<file path="config.mk">
export PLATFORM = sky130hd
export DESIGN_NAME = bts_mul
export DESIGN_NICKNAME = d
export VERILOG_FILES = /design/src/design/bts_pkg.sv /design/src/design/bts_mul.sv
export SDC_FILE = /design/constraint.sdc
export NUM_CORES = 1
export LEC_CHECK = 0
export ABC_CLOCK_PERIOD_IN_PS = 19800
export BUFFER_PORTS_ARGS = -buffer_cell sky130_fd_sc_hd__buf_2
export CAP_MARGIN = 20
export CELL_PAD_IN_SITES_DETAIL_PLACEMENT = 0
export CELL_PAD_IN_SITES_GLOBAL_PLACEMENT = 1
export CORE_UTILIZATION = 25
export DETAILED_ROUTE_END_ITERATION = 16
export PLACE_DENSITY_LB_ADDON = 0.1
export SYNTH_ARGS = -nofsm -noshare
export SYNTH_HDL_FRONTEND = slang
export SYNTH_SLANG_ARGS = --single-unit
</file>
<file path="constraint.sdc">
create_clock -name vclk -period 19.8
set_input_delay 2.97 -clock vclk [all_inputs]
set_output_delay 2.97 -clock vclk [all_outputs]
set_load 0.02 [all_outputs]
</file>
<file path="src/design/bts_pkg.sv">
// shared types, constants and conversion tables for the texture sampler
package bts_pkg;

	localparam int FRAC_BITS   = 16;
	localparam int STORE_DEPTH = 4096;
	localparam int ADDR_W      = 12;
	localparam int SIZE_W      = 13;
	localparam int TC_W        = FRAC_BITS + 1;
	localparam int MUL_A_W     = 17;
	localparam int MUL_B_W     = 33;
	localparam int MUL_P_W     = MUL_A_W + MUL_B_W;
	localparam int ACC_W       = 49;
	localparam int CFG_IDX_W   = 3;
	localparam int CFG_DATA_W  = 13;

	localparam logic [CFG_IDX_W-1:0] REG_TEX_WIDTH    = 3'd0;
	localparam logic [CFG_IDX_W-1:0] REG_TEX_HEIGHT   = 3'd1;
	localparam logic [CFG_IDX_W-1:0] REG_SAMPLER_MODE = 3'd2;
	localparam logic [CFG_IDX_W-1:0] REG_SRGB_DECODE  = 3'd3;
	localparam logic [CFG_IDX_W-1:0] REG_TEX_PRESENT  = 3'd4;
	localparam logic [CFG_IDX_W-1:0] REG_NORMAL_DEF   = 3'd5;

	localparam logic KIND_LOAD   = 1'b0;
	localparam logic KIND_SAMPLE = 1'b1;

	localparam logic [15:0] ONE_Q15  = 16'd32768;
	localparam logic [15:0] HALF_Q15 = 16'd16384;

	typedef enum logic [6:0] {
		ST_IDLE = 7'b0000001,
		ST_MU   = 7'b0000010,
		ST_MV   = 7'b0000100,
		ST_AD   = 7'b0001000,
		ST_WT   = 7'b0010000,
		ST_MC   = 7'b0100000,
		ST_DONE = 7'b1000000
	} state_t;

	typedef struct packed {
		logic [MUL_A_W-1:0] a;
		logic [MUL_B_W-1:0] b;
	} mul_op_t;

	typedef struct packed {
		logic              en;
		logic              we;
		logic [ADDR_W-1:0] addr;
		logic [31:0]       wdata;
	} store_req_t;

	typedef logic [15:0] lut_t [0:255];

	function automatic logic [63:0] mul_q30(logic [63:0] a, logic [63:0] b);
		return (a * b + (64'd1 << 29)) >> 30;
	endfunction

	function automatic lut_t build_lin_lut();
		lut_t t;
		for (int c = 0; c < 256; c++) begin
			t[c] = 16'((64'(c) * 64'd65536 + 64'd255) / 64'd510);
		end
		return t;
	endfunction

	function automatic lut_t build_srgb_lut();
		lut_t t;
		logic [63:0] y, y2, lo, hi, mid, p, r;
		for (int c = 0; c < 256; c++) begin
			if (c <= 10) begin
				t[c] = 16'((64'(c) * 64'd6553600 + 64'd329460) / 64'd658920);
			end else begin
				y  = (((64'(c) * 64'd1000 + 64'd14025) << 30) + 64'd134512) / 64'd269025;
				y2 = mul_q30(y, y);
				lo = 64'd0;
				hi = 64'd1 << 30;
				for (int i = 0; i < 32; i++) begin
					if (lo < hi) begin
						mid = (lo + hi + 64'd1) >> 1;
						p = mul_q30(mid, mid);
						p = mul_q30(p, mid);
						p = mul_q30(p, mid);
						p = mul_q30(p, mid);
						if (p <= y2) lo = mid;
						else hi = mid - 64'd1;
					end
				end
				r = mul_q30(y2, lo);
				t[c] = 16'((r + (64'd1 << 14)) >> 15);
			end
		end
		return t;
	endfunction

	localparam lut_t LIN_LUT  = build_lin_lut();
	localparam lut_t SRGB_LUT = build_srgb_lut();

endpackage

</file>
<file path="src/design/bts_mul.sv">
// shared unsigned multiplier used by every working state of the sequencer (ST_MU through ST_MC)
module bts_mul (
	input  bts_pkg::mul_op_t                op,
	output logic [bts_pkg::MUL_P_W-1:0]     prod
);
	assign prod = bts_pkg::MUL_P_W'(op.a) * bts_pkg::MUL_P_W'(op.b);
endmodule

</file>
==> impl_metrics.json, run 1 <==
{
  "rsz0062_at_grt": "false",
  "grt_pass1_wl_um": 96600,
  "min_period_over_period_pct": 66.4,
  "grt_pass1_vias": 15400,
  "synthMuxAreaShare_pct": 0.0562,
  "avgViaCountPerCell": 4.40,
  "tightestPinTransition_ns": 0.983,
  "hold-path-cell-count": 3,
  "clockBufferCount": 0,
  "rows": 97,
  "grt_max_degree": 34,
  "routedLengthMet1_um": 28300,
  "core_mm2": 0.0703,
  "syn-instance-count": 2103,
  "layout.cells.most_common": "inv_1",
  "start_kind": "primary input",
  "seq_area_frac_synth_pct": 0,
  "setup_viol": 0,
  "cts-hold-fix-buffers": 0,
  "dieArea_mm2": 0.0723,
  "synth_top_family_by_area": "adder cells",
  "crit_type": "in2out",
  "fmax_mhz": 76.1,
  "design.seq.count": 0,
  "fin_setup_tns_ns": 0,
  "drive_gt1_share_pct": 5.52,
  "hold_path_class": "in2out",
  "start_util_pct": 25.3,
  "max_cap_violations": 0,
  "ctsResizeCount": 0,
  "area_delta_synth_final_pct": 7.74,
  "antenna_found_initial": 4,
  "dr_wl_met2_um": 30800,
  "firstDrtPassIters": 6,
  "nets": 2759,
  "seq_area_um2": 0,
  "vias": 13500,
  "synth_xor_area_share_pct": 2.21,
  "die_height_um": 269,
  "synth_fa_ha_area_share_pct": 60.9,
  "grt-ovfl-total": 0,
  "io_pins": 100,
  "drc_errors": 0,
  "met3WireLength_um": 1540,
  "hold_slack_ns": 6.57,
  "synth_nets": 2741,
  "hold_viol": 0,
  "avgSynthCellArea_um2": 8.47,
  "final_core_util_pct": 27.3,
  "syn_area_mm2": 0.0178,
  "drt_iter0_markers": 504,
  "totalWireLength_um": 61700,
  "place.gp.congestion": 0.814,
  "detail_route.wl_per_cell_um": 20.2,
  "synth_compound_area_share_pct": 5.16,
  "portBuffers": 100,
  "synth.distinct_cells": 49,
  "mostFrequentLayoutCells": "inv_1 (560), fa_1 (464), nand2_1 (373), and2_1 (224), ha_1 (124)",
  "min_to": "prod[0]",
  "slew_violations": 0,
  "cp.required_ns": 16.83,
  "grt.total_usage_pct": 18.0,
  "worstHoldStart": "op[0]",
  "routed.top_layer": "met5",
  "crit_path_end_kind": "output port",
  "layout_min_cycle_time_ns": 13.14,
  "arrival_ns": 10.17,
  "cts_setup_buffers": 0,
  "slew_headroom_pct": 34.4,
  "crit_fanout": 33,
  "antennaDiodeCount": 0,
  "synth_warnings": 0,
  "drtAntennaViolNets": 0,
  "status": "complete, no violations",
  "fp.dieW_um": 269,
  "hpwlAfterDp_um": 47800,
  "yosys.area_share.simple_pct": 17.9
}
==> cells in the mapped netlist (2+ instances only) <==
cell type  number  share of area, %
xnor2_1        33               1.6
and2_1        224               7.9
o21a_1          7              0.30
fa_1          464                52
nor2b_1         4              0.14
buf_4           2             0.084
o21ai_1         5              0.14
a21o_1         10              0.42
o21bai_1        7              0.30
inv_1         560                12
nand4_1         8              0.28
o21ai_0        26              0.73
ha_1          124               8.7
a21boi_0        2             0.084
nor2_1         26              0.55
o211ai_1        5              0.21
nand2b_1        3              0.11
buf_2           4              0.11
xor2_1         12              0.59
a211oi_2        3              0.21
nor4_1          2             0.070
nand3_1        13              0.37
and4_1          2             0.098
nor3_1          9              0.25
and3_1          2             0.070
a211oi_1        3              0.13
or3_1           2             0.070
o22ai_1         2             0.070
nand2_1       373               7.9
a21oi_1        57               1.6
a31oi_1         6              0.21
clkbuf_1       86               1.8
==> cells by family (layout without fill, tap and decap cells) <==
family	count (synthesis)	in the layout
multiplexers	1	1
adder cells (fa/ha/maj)	588	588
XOR/XNOR	45	45
AND/OR/NAND/NOR	671	671
buffers and inverters	652	668
AO/OA/AOI/OAI	146	146
==> per-layer routing <==
metal / vias to the layer above / GRT usage [%]
met2: 224 / 32.2
li1: 6073 / -
met3: 42 / 0.511
met4: 2 / 2.49
met5: - / 0
met1: 7123 / 24.6
==> critical path, stage by stage <==
cell and delay [ns]:
buf_2 0.72, nand2_1 0.17, fa_1 0.53, fa_1 0.54
inv_1 0.05, fa_1 0.47, fa_1 0.53, fa_1 0.50
inv_1 0.05, fa_1 0.47, inv_1 0.04, ha_1 0.48
nand4_1 0.25, nor3_1 0.39, inv_1 0.16, a211oi_2 0.60
o211ai_2 0.25, a31oi_4 0.39, a21boi_0 0.18, xnor2_1 0.19
buf_2 0.19
==> metrics by stage <==
step | instance area (um^2) | instances | setup WS (ns)
2_1_floorplan | 17800 | 2103 | 8.20
3_3_place_gp | 19200 | 3059 | 6.46
3_5_place_dp | 19200 | 3059 | 6.38
4_1_cts | 19200 | 3059 | 6.37
5_1_grt | 19200 | 3059 | 6.13
6_report | 19200 | 3059 | 6.66
==> how the worst max path moves through the flow <==
stage / from / end / slack [ns] / cells past startpoint
3_3_place_gp: op[41] / prod[46] / 6.46 / 21
5_1_grt: op[36] / prod[44] / 6.13 / 21
4_1_cts: op[41] / prod[46] / 6.37 / 21
3_5_place_dp: op[41] / prod[46] / 6.38 / 21
2_1_floorplan: op[30] / prod[47] / 8.20 / 23
6_report: op[36] / prod[44] / 6.66 / 21
==> layout make-up <==
type,instances,area [um^2]
Tap cell,940,1180
Fill cell,7662,51100
Timing Repair Buffer,108,561
Multi-Input combinational cell,1451,15300
Inverter,560,2100
Power of run 1 is not shown: default switching activity piles up to over one toggle a cycle in this logic, so the estimate is an artifact.
==> run 2: changes to the inputs <==
- ABC_CLOCK_PERIOD_IN_PS: 19800 -> 11700
- clock period: 19.8 -> 11.7 ns (I/O delays scaled with it)
==> run 2 against run 1 <==
Clock-buffer cell count unchanged. Die area unchanged. Final cell count increased by 0.52%. Setup slack got worse by 5.7 ns. Largest cell class unchanged. Highest routed layer unchanged.
==> impl_metrics.json, run 2 (synthesis results as in run 1) <==
{
  "portBuffers": 100,
  "path_buf_inv": 7,
  "dp_slack_ns": 0.763,
  "design.seq.count": 0,
  "critPathTopFamily": "adder cells",
  "grt_busiest_layer": "met2",
  "ctsResizeCount": 0,
  "place.gp.congestion": 0.830,
  "nets": 2771,
  "mostFrequentLayoutCells": "inv_1 (560), fa_1 (464), nand2_1 (373), and2_1 (224), ha_1 (124)",
  "io_pins": 100,
  "vias": 13500,
  "hpwlAfterDp_um": 50500,
  "met2_usage_pct": 33.4,
  "crit_path_top_delay_cell": "buf_2",
  "layout.cells.most_common": "inv_1",
  "fin_setup_tns_ns": 0,
  "path_common_cell": "fa_1",
  "drt_iter0_markers": 578,
  "tightestPinTransition_ns": 0.963,
  "core_mm2": 0.0703,
  "clockBufferCount": 0,
  "rows": 97,
  "status": "complete, no violations",
  "max_stage_delay_ns": 0.68,
  "drc_errors": 0,
  "arrival_ns": 8.94,
  "avgViaCountPerCell": 4.39,
  "totalWireLength_um": 62500,
  "cts-hold-fix-buffers": 0,
  "fmax_mhz": 93.5,
  "slew_headroom_pct": 35.8,
  "crit_fanout": 28,
  "hold_viol": 0,
  "crit_type": "in2out",
  "rsz0062_at_grt": "false",
  "drtAntennaViolNets": 0,
  "area_delta_synth_final_pct": 8.31,
  "cts_setup_buffers": 0,
  "worstHoldStart": "op[0]",
  "start_util_pct": 25.3,
  "met1_usage_pct": 24.9,
  "hold_path_class": "in2out",
  "use_met3_pct": 0.292,
  "drive_gt1_share_pct": 6.05,
  "max_cap_violations": 0,
  "start_kind": "primary input",
  "grt.total_usage_pct": 18.3,
  "layout_min_cycle_time_ns": 10.70,
  "crit_path_end_kind": "output port",
  "worst_slack_ns": 1.00,
  "cp.required_ns": 9.95,
  "detail_route.wl_per_cell_um": 20.3,
  "firstDrtPassIters": 5,
  "min_period_over_period_pct": 91.4,
  "die_height_um": 269,
  "dieArea_mm2": 0.0723,
  "antenna_found_initial": 6,
  "fillers": 7676,
  "grt_pass1_wl_um": 98200,
  "grt_pass1_vias": 15400,
  "grt_max_degree": 34,
  "final_core_util_pct": 27.4,
  "cp-startpoint": "op[35]",
  "grt-ovfl-total": 0,
  "setup_viol": 0,
  "slew_violations": 0,
  "worstPathCellList": "buf_2 -> buf_4 -> nand2_1 -> fa_1 -> fa_1 -> fa_1 -> inv_1 -> fa_1 -> fa_1 -> inv_1 -> fa_1 -> inv_1 -> ha_1 -> nand4_1 -> nor3_1 -> inv_1 -> a211oi_2 -> o211ai_2 -> a31oi_4 -> mux2i_1 -> a211oi_2 -> buf_2",
  "seq_area_um2": 0,
  "fp.dieW_um": 269
}
run 2: cell types whose count changed in the layout (fill, tap and decap cells not counted), sizes merged:
| cell | delta |
|---|---|
| buf | +12 |
| diode | +4 |
run 2: area by class of cell:
type	count	area (um^2)	share of cell area, %
repair buffers	120	651	3.37
well taps	940	1180	6.10
diodes	4	10.0	0.0519
multi-input cells	1451	15300	79.6
inverters	560	2100	10.9
run 2: path summary, 6_finish.rpt:
check	to	slack, ns	depth (start not counted)
max	prod[42]	1.00	22
min	prod[0]	4.23	4
run 2: layer usage:
| metal | routed length (um) | vias to the layer above |
|---|---|---|
| li1 | - | 6097 |
| met1 | 28700 | 7171 |
| met2 | 32000 | 204 |
| met3 | 1340 | 32 |
| met4 | 516 | 2 |
| met5 | 8 | - |
run 2: stage by stage:
step                cell area (um^2)  hold slack (ns)  std cells
floorplan                      17800             3.69       2103
global placement               19300             4.25       3071
detailed placement             19300             4.25       3071
CTS                            19300             4.25       3071
global route                   19300             4.27       3071
finish                         19300             4.23       3075
